===== src/hdl/rgcs_pkg.sv =====
// Shared types, sizes and register indexes for the rectangle grid scatter unit.
// No dependencies; imported by rect_grid_cell_scatter_unit.
package rgcs_pkg;

    localparam int MAX_SIDE    = 8;
    localparam int COUNT_WIDTH = 16;

    localparam int COORD_W    = 17;
    localparam int FRAC_W     = 16;
    localparam int EPS_W      = 8;
    localparam int SIDE_REG_W = 4;
    localparam int CFG_IDX_W  = 1;
    localparam int CFG_DATA_W = 8;
    localparam int ID_W       = 6;
    localparam int SLOT_W     = 16;
    localparam int NUM_CORNER = 4;
    localparam int CORNER_W   = 2;

    localparam int CELLS   = MAX_SIDE * MAX_SIDE;
    localparam int CELL_W  = (MAX_SIDE > 1) ? $clog2(MAX_SIDE) : 1;
    localparam int ADDR_W  = (CELLS > 1) ? $clog2(CELLS) : 1;
    localparam int V_W     = COORD_W + 1;
    localparam int PROD_W  = V_W + SIDE_REG_W;
    localparam int HI_W    = PROD_W - FRAC_W;

    localparam int S_TDATA_W = ((NUM_CORNER * COORD_W + 7) / 8) * 8;
    localparam int M_TDATA_W = ((ID_W + SLOT_W + 1 + 7) / 8) * 8;

    localparam logic [CFG_IDX_W-1:0] REG_GRID_SIDE = 1'd0;
    localparam logic [CFG_IDX_W-1:0] REG_EPSILON   = 1'd1;

    localparam logic [SIDE_REG_W-1:0] SIDE_RESET = 4'd8;
    localparam logic [EPS_W-1:0]      EPS_RESET  = 8'd1;

    localparam logic [COUNT_WIDTH-1:0] COUNT_MAX = '1;

    typedef enum logic [1:0] {
        ST_IDLE,
        ST_CALC,
        ST_READ,
        ST_EMIT
    } state_t;

endpackage


===== src/hdl/rect_grid_cell_scatter_unit.sv =====
// Rectangle grid scatter unit: maps rectangles onto grid cells and counts per-cell fills.
// Depends on rgcs_pkg for sizes, register indexes and the sequencer state type.
//
// A request with tuser set clears every cell counter and completes on acceptance
// with no result. A place request is accepted, then a corner pass in which one
// shared multiplier turns the four corners into cell indexes, then for each
// covered cell a counter read, then a counter update and result; the update
// waits while the result side stalls. The input is not ready while a
// rectangle is in work. The per-cell counters sit in a memory with one read and one
// write port and a valid bit per entry, so reset and clear take effect at once with
// no clearing pass.
module rect_grid_cell_scatter_unit
    import rgcs_pkg::*;
(
    input  logic                  aclk,
    input  logic                  aresetn,
    input  logic                  cfg_wr_en,
    input  logic [CFG_IDX_W-1:0]  cfg_index,
    input  logic [CFG_DATA_W-1:0] cfg_wdata,
    input  logic                  s_tvalid,
    output logic                  s_tready,
    // min_x, min_y, max_x, max_y from bit 0 up, zero fill to the top.
    input  logic [S_TDATA_W-1:0]  s_tdata,
    // kind.
    input  logic                  s_tuser,
    output logic                  m_tvalid,
    input  logic                  m_tready,
    // cell_id, slot, overflow from bit 0 up, zero fill to the top.
    output logic [M_TDATA_W-1:0]  m_tdata,
    output logic                  m_tlast
);

    state_t state_reg, state_next;

    logic [SIDE_REG_W-1:0]  side_reg, side_next;
    logic [EPS_W-1:0]       eps_reg, eps_next;
    logic [SIDE_REG_W-1:0]  n_reg, n_next;
    logic [CORNER_W-1:0]    idx_reg, idx_next;
    logic [COORD_W-1:0]     coord_reg [NUM_CORNER];
    logic [COORD_W-1:0]     coord_next [NUM_CORNER];
    logic [CELL_W-1:0]      bound_reg [NUM_CORNER];
    logic [CELL_W-1:0]      bound_next [NUM_CORNER];
    logic [CELL_W-1:0]      x_reg, x_next;
    logic [CELL_W-1:0]      y_reg, y_next;
    logic [ADDR_W-1:0]      id_reg, id_next;
    logic [CELLS-1:0]       valid_reg, valid_next;
    logic                   m_tvalid_reg, m_tvalid_next;
    logic [ID_W-1:0]        out_id_reg, out_id_next;
    logic [SLOT_W-1:0]      out_slot_reg, out_slot_next;
    logic                   out_ovf_reg, out_ovf_next;
    logic                   out_last_reg, out_last_next;

    logic [COUNT_WIDTH-1:0] mem [CELLS];
    logic [COUNT_WIDTH-1:0] rd_data_reg;
    logic                   rd_valid_reg;

    logic                   in_accept;
    logic                   out_ready;
    logic [SIDE_REG_W-1:0]  eff_side;
    logic [V_W-1:0]         mul_a;
    logic [PROD_W-1:0]      prod;
    logic [HI_W-1:0]        cell_hi;
    logic [SIDE_REG_W-1:0]  n_m1;
    logic [CELL_W-1:0]      cell_val;
    logic [ADDR_W-1:0]      rd_addr;
    logic [COUNT_WIDTH-1:0] cur;
    logic                   cur_ovf;
    logic                   is_last;
    logic                   mem_we;

    assign in_accept = s_tvalid && s_tready;
    assign s_tready  = (state_reg == ST_IDLE);
    assign out_ready = !m_tvalid_reg || m_tready;

    assign m_tvalid = m_tvalid_reg;
    assign m_tlast  = out_last_reg;
    assign m_tdata  = M_TDATA_W'({out_ovf_reg, out_slot_reg, out_id_reg});

    always_comb begin
        if (side_reg == '0) begin
            eff_side = SIDE_REG_W'(1);
        end else if (side_reg > SIDE_REG_W'(MAX_SIDE)) begin
            eff_side = SIDE_REG_W'(MAX_SIDE);
        end else begin
            eff_side = side_reg;
        end
    end

    // The shared multiplier scales a biased corner in the corner pass and
    // forms the row offset y * n in the counter read cycle.
    always_comb begin
        if (state_reg == ST_CALC) begin
            mul_a = V_W'(coord_reg[idx_reg]) + V_W'(eps_reg);
        end else begin
            mul_a = V_W'(y_reg);
        end
    end

    assign prod    = PROD_W'(mul_a) * PROD_W'(n_reg);
    assign cell_hi = prod[PROD_W-1:FRAC_W];
    assign n_m1    = n_reg - SIDE_REG_W'(1);
    assign cell_val = (cell_hi > HI_W'(n_m1)) ? CELL_W'(n_m1) : CELL_W'(cell_hi);
    assign rd_addr = ADDR_W'(prod) + ADDR_W'(x_reg);

    assign cur     = rd_valid_reg ? rd_data_reg : '0;
    assign cur_ovf = (cur == COUNT_MAX);
    assign is_last = (x_reg == bound_reg[2]) && (y_reg == bound_reg[3]);
    assign mem_we  = (state_reg == ST_EMIT) && out_ready && !cur_ovf;

    always_comb begin
        state_next = state_reg;
        unique case (state_reg)
            ST_IDLE: begin
                if (in_accept && !s_tuser) begin
                    state_next = ST_CALC;
                end
            end
            ST_CALC: begin
                if (idx_reg == CORNER_W'(NUM_CORNER - 1)) begin
                    state_next = ST_READ;
                end
            end
            ST_READ: begin
                state_next = ST_EMIT;
            end
            ST_EMIT: begin
                if (out_ready) begin
                    state_next = is_last ? ST_IDLE : ST_READ;
                end
            end
            default: begin
                state_next = ST_IDLE;
            end
        endcase
    end

    always_comb begin
        side_next     = side_reg;
        eps_next      = eps_reg;
        n_next        = n_reg;
        idx_next      = idx_reg;
        coord_next    = coord_reg;
        bound_next    = bound_reg;
        x_next        = x_reg;
        y_next        = y_reg;
        id_next       = id_reg;
        valid_next    = valid_reg;
        m_tvalid_next = m_tvalid_reg && !m_tready;
        out_id_next   = out_id_reg;
        out_slot_next = out_slot_reg;
        out_ovf_next  = out_ovf_reg;
        out_last_next = out_last_reg;

        if (cfg_wr_en) begin
            unique case (cfg_index)
                REG_GRID_SIDE: side_next = SIDE_REG_W'(cfg_wdata);
                REG_EPSILON:   eps_next  = EPS_W'(cfg_wdata);
                default:       side_next = side_reg;
            endcase
        end

        unique case (state_reg)
            ST_IDLE: begin
                if (in_accept) begin
                    if (s_tuser) begin
                        valid_next = '0;
                    end else begin
                        for (int i = 0; i < NUM_CORNER; i++) begin
                            coord_next[i] = s_tdata[i*COORD_W +: COORD_W];
                        end
                        n_next   = eff_side;
                        idx_next = '0;
                    end
                end
            end
            ST_CALC: begin
                idx_next = idx_reg + CORNER_W'(1);
                bound_next[idx_reg] = cell_val;
                // An inverted axis covers its start cell only.
                if (idx_reg >= CORNER_W'(2)) begin
                    if (cell_val < bound_reg[idx_reg - CORNER_W'(2)]) begin
                        bound_next[idx_reg] = bound_reg[idx_reg - CORNER_W'(2)];
                    end
                end
                if (idx_reg == CORNER_W'(NUM_CORNER - 1)) begin
                    x_next = bound_reg[0];
                    y_next = bound_reg[1];
                end
            end
            ST_READ: begin
                id_next = rd_addr;
            end
            ST_EMIT: begin
                if (out_ready) begin
                    m_tvalid_next = 1'b1;
                    out_id_next   = ID_W'(id_reg);
                    out_slot_next = SLOT_W'(cur);
                    out_ovf_next  = cur_ovf;
                    out_last_next = is_last;
                    if (mem_we) begin
                        valid_next[id_reg] = 1'b1;
                    end
                    if (y_reg == bound_reg[3]) begin
                        y_next = bound_reg[1];
                        x_next = x_reg + CELL_W'(1);
                    end else begin
                        y_next = y_reg + CELL_W'(1);
                    end
                end
            end
            default: begin
                idx_next = '0;
            end
        endcase
    end

    always_ff @(posedge aclk) begin
        if (!aresetn) begin
            state_reg    <= ST_IDLE;
            side_reg     <= SIDE_RESET;
            eps_reg      <= EPS_RESET;
            valid_reg    <= '0;
            m_tvalid_reg <= 1'b0;
        end else begin
            state_reg    <= state_next;
            side_reg     <= side_next;
            eps_reg      <= eps_next;
            valid_reg    <= valid_next;
            m_tvalid_reg <= m_tvalid_next;
        end
    end

    always_ff @(posedge aclk) begin
        n_reg        <= n_next;
        idx_reg      <= idx_next;
        coord_reg    <= coord_next;
        bound_reg    <= bound_next;
        x_reg        <= x_next;
        y_reg        <= y_next;
        id_reg       <= id_next;
        out_id_reg   <= out_id_next;
        out_slot_reg <= out_slot_next;
        out_ovf_reg  <= out_ovf_next;
        out_last_reg <= out_last_next;
    end

    always_ff @(posedge aclk) begin
        if (mem_we) begin
            mem[id_reg] <= cur + COUNT_WIDTH'(1);
        end
        rd_data_reg  <= mem[rd_addr];
        rd_valid_reg <= valid_reg[rd_addr];
    end

    a_last_returns_idle: assert property (@(posedge aclk) disable iff (!aresetn)
        (state_reg == ST_EMIT && out_ready && is_last) |=> (state_reg == ST_IDLE))
        else $error("Sequencer did not return to idle after the last cell.");

    a_walk_in_bounds: assert property (@(posedge aclk) disable iff (!aresetn)
        (state_reg == ST_READ) |-> (x_reg >= bound_reg[0] && x_reg <= bound_reg[2]
            && y_reg >= bound_reg[1] && y_reg <= bound_reg[3]))
        else $error("Cell walk left the rectangle bounds.");

    a_addr_in_grid: assert property (@(posedge aclk) disable iff (!aresetn)
        (state_reg == ST_READ) |-> (32'(rd_addr) < 32'(n_reg) * 32'(n_reg)))
        else $error("Counter address outside the active grid.");

    a_emit_loads_output: assert property (@(posedge aclk) disable iff (!aresetn)
        (state_reg == ST_EMIT && out_ready) |=> m_tvalid_reg)
        else $error("Cell update did not produce a result.");

endmodule


===== config.mk =====
export PLATFORM = sky130hd
export DESIGN_NAME = rect_grid_cell_scatter_unit
export DESIGN_NICKNAME = d
export VERILOG_FILES = /design/src/hdl/rgcs_pkg.sv /design/src/hdl/rect_grid_cell_scatter_unit.sv
export SDC_FILE = /design/constraint.sdc
export NUM_CORES = 1
export LEC_CHECK = 0
export ABC_AREA = 0
export CAP_MARGIN = 40
export CORE_MARGIN = 4
export CORE_UTILIZATION = 38
export DETAILED_ROUTE_END_ITERATION = 7
export DONT_BUFFER_PORTS = 1
export PLACE_DENSITY = 0.53
export SLEW_MARGIN = 10
export SYNTH_ARGS = -nofsm -noshare
export SYNTH_HDL_FRONTEND = slang
export SYNTH_SLANG_ARGS = --single-unit

===== constraint.sdc =====
create_clock -name aclk -period 7.9 [get_ports aclk]
set_input_delay 0 -clock aclk [delete_from_list [all_inputs] [get_ports aclk]]
set_output_delay 0 -clock aclk [all_outputs]
set_load 0.01 [all_outputs]

* Word-level counts from Yosys, hierarchy flattened
Memories as Yosys holds them, arrays and structs flattened. A register that Yosys moved wholly into a read port is not among the register bits. Cells that the tools add are included.
Operators by class: add/sub/neg operators 8, multipliers 1, $lt $le $gt $ge 10, equal/unequal tests 15, multiplexer cells 45, bitwise logic cells 5, reduce and logical (&&, ||, !) cells 28
Operator list (number):
- $mux 64 | 4
- $pmux 64 s2 | 1
- $or 64x64->64 | 1
- $bmux 17 s2 | 1
- $mux 17 | 2
- $mux 3 | 10
- $bwmux 12 | 2
- $mux 12 | 2
- $mul 18x4->22 | 1
- $add 17x8->18 | 1
- $mux 18 | 1
- $add 16x1->16 const B | 1
- $eq 16x16->1 const B | 1
- $mux 16 | 1
- $lt 6x7->1 const B | 2
- $mux 2 | 6
- $pmux 3 s2 | 2
- $reduce_and 3->1 | 4
- $logic_and 1x1->1 | 8
- $ne 2x1->1 const B | 4
- $ne 2x2->1 const B | 4
- $pmux 2 s4 | 1
- $add 3x1->3 const B | 2
- $add 6x3->6 | 1
- 31 further kinds | 49
Word-level totals: bits in registers 202, RAM bits 1024, input bits 87, output and inout bits 27, word-level logic and storage cells 137, memories 1
Memories:
- mem | depth 64, bits a word 16, read ports 1, clocked after memory_dff 1, write ports 1, line rect_grid_cell_scatter_unit.sv:53 | logic [COUNT_WIDTH-1:0] mem [CELLS];

* Longest topological paths before layout
depth after elaboration 13, depth in mapped cells 40, depth with buffers taken out 38

* Worst setup path after synthesis
No wires, ideal clock.
path kind reg2reg, start point reg idx_reg[1], end point reg bound_reg[10] (netlist bit) (data pin), setup time 0.160 ns, arrival 8.058 ns, data required time 7.740 ns, slack -0.318 ns, stages on the path, launching flop included 40, buffers on the path 2, clock period less this slack 8.218 ns, cells stage by stage edfxtp_1 > buf_2 > buf_1 > mux4_2 > ha_1 > inv_1 > fa_1 > nor2b_1 > o21ai_0 > a21boi_0 > o21ai_0 > a21oi_1 > o21ba_2 > nand2_1 > xor2_1 > nor2_1 > fa_1 > inv_1 > [... 4 more ...] > a21oi_1 > o31ai_1 > nor4b_1 > or3_1 > xor2_1 > inv_1 > ha_1 > nand2_1 > o21ai_0 > a221oi_4 > mux2i_1 > ha_1 > nand2_1 > and3_1 > nand2_1 > mux2_4 > or2_1 > a41oi_1
On the way: longest elaborated chain between the ends 13, elaborated cells on any way between the ends 25, classes of those cells add/sub (2); mul (1); order compare (5); mux (14); bitwise (2); reduce/logical (1)
Ends and longest elaborated chain:
- start, declared | line rect_grid_cell_scatter_unit.sv:38 | logic [CORNER_W-1:0] idx_reg, idx_next;
- start signal, assigned | line rect_grid_cell_scatter_unit.sv:235 | idx_reg <= idx_next;
- parallel branches: the longest is 12 deep, another holds $mul 18x4->22
- $mux 12 (*) | line rect_grid_cell_scatter_unit.sv:180 | if (idx_reg >= CORNER_W'(2)) begin
- end signal, assigned | line rect_grid_cell_scatter_unit.sv:237 | bound_reg <= bound_next;
- end, declared | line rect_grid_cell_scatter_unit.sv:41 | logic [CELL_W-1:0] bound_reg [NUM_CORNER];
Mark *: on every way between the ends. The select of a mux whose other input is x is not followed. A chain may end at the register's enable or synchronous reset.

* Final worst setup path
start point reg idx_reg[0], end point reg bound_reg[8] (netlist bit) (data pin)
The elaborated chain is that of the path after synthesis.

==> metrics.md <==
| Metric | Value |
|---|---|
| Worst vdd ir | between 150 and 200 uV |
| Largest net degree at the start of global routing | 87 |
| Fin nets | between 3000 and 4000 |
| Status | finished with violations |
| Routed WL | 129600 um |
| Reg-to-Reg End | bound_reg[8] |
| Final setup viols | 8 |
| GP Congestion | 0.8601 |
| Cells after Synth | 2613 |
| Leakage power | 20.08 nW |
| Fillers | 11140 |
| Number of max-slew violations in the final report | 0 |
| Port buffer count | 0 |
| # rows | 133 |
| Top_reg_cell synth | edfxtp_1 |
| Initial DRT Pass Iterations | 8 |
| Vias | 26270 |
| Gr ovfl total | 0 |
| Avg Cell Area, Syn | 19.35 um2 |
| Reg2Reg Setup Slack | -80 ps |
| Synth cell types | 54 |
| CP endpoint kind | flip-flop |
| Number of synthesized flops with an enable pin | 1146 |
| Die Ht | 372.8 um |
| Tmin final | 7984 ps |
| Ports | 114 |
| Initial Util | approximately two fifths |
| Max reg flops | 1024 |
| Finished Cell Area | 60680 um2 |
| CP Data Required Time | roughly 8500 ps |
| Synth warn | 0 |
| Worst-Margin Slew | 926.1 ps |
| Vias in the first global route | 27730 |
| Arrival time worst endpoint | 8580 ps |
| Area of the multi-input gates | 14150 um2 |
| Flops & latches, synth | 1242 |
| Share of cells above drive strength 1 | between 20% and 30% |
| Root buffer cell | clkbuf_16 |
| DP Area | ~54000 um2 |
| Reg area | around 36000 um2 |
| H-tree levels | 4 |
| CP max stage cell | fa_1 |
| Core Region | 131800 um2 |
| Worst path max stage delay | 560 ps |
| Antenna-violating nets left | 0 |
| WS Path Type | reg2reg |
| Worst-path clk slew | 60 ps |
| MaxCap Viol Count | 0 |
| WL per Instance | about 27 um |
| CP Launch Point | idx_reg[0] |
| Gr usage total | 18.65% |
| Setup TNS | -360.8 ps |
| Ys async rst share | 0% |
| Net Count, Synth | 2785 |
| Seq/Total Area, Yosys | 71.85% |
| R2R Path Start | idx_reg[0] |
| Hold slack | 69.58 ps |
| Worst hold start | s_tvalid |
| Final clock period utilization by the worst path | 101.1% |
| CP Max Fanout | 4 |
| Reg2Reg Depth | 35 |
| Hpwl dp | a little under 80000 um |
| Violated checks | negative setup slack |
| Pwr Density | 291.0 nW/um2 |
| Worst-skew pair later-pin latency | 760 ps |
| Worst setup path end | bound_reg[8] |
| Post-detailed-route via-to-cell ratio | approximately 5.4 |
| Fmax | 125.2 MHz |
| Die Wd | 372.8 um |
| Initial antenna violation count | 5 |
| Element type at the critical path start | flip-flop |
| Total Power Consumption | 17.65 mW |
| CTS tree | yes |
| Hold Path Class | in2reg |
| Final hold violations | 0 |
| Global-route wire length before repair | 191300 um |
| DRC | 0 |
| Rel. slew slack | 37.89% |
| Synthesized area | 50570 um2 |
| Clock skew | 25.01 ps |
| CTS buffer count | approximately 140 |
| DR iter-0 viols | ~2400 |
| Final worst slack | -84.12 ps |
| Layout area overhead | 19.98% |
| Clock sinks | 1242 |
| Die ar. | 139000 um2 |
| RSZ-0062 raised after global routing | true |
| Clock Tree Buf Depth | 3 |
[Yosys cell counts, types with 11 or more instances]
library cell     n  area, um2
nand2b_1        11      68.82
inv_1           83      311.6
mux2i_1         28      280.3
ha_1            51      638.1
dfxtp_1         96       1922
or2_2           11      68.82
nor2b_1         30      187.7
nor3_1          14      70.07
fa_1            34      680.7
nand3_1         30      150.1
mux4_2         358       8063
a211oi_1        20      150.1
o21ai_0         22      110.1
buf_1           19      71.32
xnor2_1         30      262.8
and2_1          37      231.5
nand2_1         80      300.3
a21boi_0        11      82.58
nor2_1         206      773.2
xor2_1          19      166.4
clkbuf_1        54      202.7
edfxtp_1      1146      34410
a21oi_1        109      545.5
buf_2           39      195.2
[report_power, final]
group          total (mW)  internal, mW  switching (mW)  leakage, nW
Combinational        3.61          1.35            2.26         6.69
Sequential           7.93          7.84          0.0862         11.3
Clock                6.12          3.51            2.61         2.10
Total                17.7          12.7            4.95         20.1
[stage by stage]
| stage | utilization (%) | setup slack [ps] | std cells |
|---|---|---|---|
| 2_1_floorplan | - | 3.271 | 2613 |
| 3_3_place_gp | 40.87 | -563.3 | 4420 |
| 3_5_place_dp | 40.96 | -649.1 | 4428 |
| 4_1_cts | 45.90 | -107.4 | 4864 |
| 5_1_grt | 46.04 | -391.1 | 4869 |
| 6_report | 46.04 | -84.12 | 4870 |
[cell type report]
cell class                      instances  share of cell area (%)
Antenna cell                            1                0.004124
Clock buffer                          172                   5.968
Tap cell                             1755                   3.619
Clock inverter                         77                   1.126
Sequential cell                      1242                   59.88
Multi-Input combinational cell       1169                   23.32
Timing Repair Buffer                  371                   5.570
Inverter                               83                  0.5135
[critical path: cells and delay by family (launching register included)]
kind                       cells  cell delay (ps)
AOI/OAI and AO/OA              7             1400
xor gates and xnor gates       2              400
adders and majority gates      6             2190
buffers and inverters          6              530
DFF                            1              400
muxes                          3             1070
and+or+nand+nor               11             1840
[placed cells by master (no fill, tap or decap), types with 31 or more instances in the layout]
| cell type | Yosys | routed |
|---|---|---|
| edfxtp_1 | 1146 | 1146 |
| mux4_2 | 358 | 358 |
| nor2_1 | 206 | 189 |
| buf_4 | 5 | 185 |
| dlygate4sd3_1 | 0 | 169 |
| clkbuf_16 | 0 | 138 |
| a21oi_1 | 109 | 100 |
| dfxtp_1 | 96 | 96 |
| inv_1 | 83 | 74 |
| nand2_1 | 80 | 73 |
| ha_1 | 51 | 36 |
| fa_1 | 34 | 32 |
| and2_1 | 37 | 31 |
[cell families after synthesis]
| logic type | Yosys count | share of synthesized area (%) |
|---|---|---|
| flip-flops | 1242 | 71.85 |
| AND/OR/NAND/NOR | 450 | 4.105 |
| multiplexers | 392 | 16.65 |
| buffers and inverters | 202 | 1.663 |
| AO/OA/AOI/OAI | 192 | 2.276 |
| adder cells (fa/ha/maj) | 85 | 2.608 |
| XOR/XNOR | 49 | 0.8486 |
| other | 1 | 0.007415 |
[routing by layer]
| metal | GRT usage (%) | up-vias | share of wire [%] |
|---|---|---|---|
| met4 | 4.953 | 0 | 2.1 |
| met5 | 0 | - | 0 |
| li1 | - | 11250 | - |
| met3 | 3.696 | 194 | 5.9 |
| met2 | 31.27 | 852 | 50 |
| met1 | 25.00 | 13970 | 42 |
[timing repair]
action                                  CTS  global route
endpoints found under the setup margin   12            12
resized for setup                        70            28
setup buffers                            18             4
pin swaps                                61            42
endpoints found under the hold margin   200             0
hold buffers                            169             0
[how the worst min path moves through the flow]
| stage | slack (ps) | cells after the start | end |
|---|---|---|---|
| 6_report | 70 | 3 | valid_reg[61] |
| 3_3_place_gp | 70 | 1 | side_reg[3] |
| 3_5_place_dp | 80 | 1 | side_reg[3] |
| 5_1_grt | 50 | 3 | valid_reg[44] |
| 2_1_floorplan | 100 | 0 | coord_reg[0] |
| 4_1_cts | 4 | 3 | valid_reg[44] |
Power figures use the tool's default switching activity.
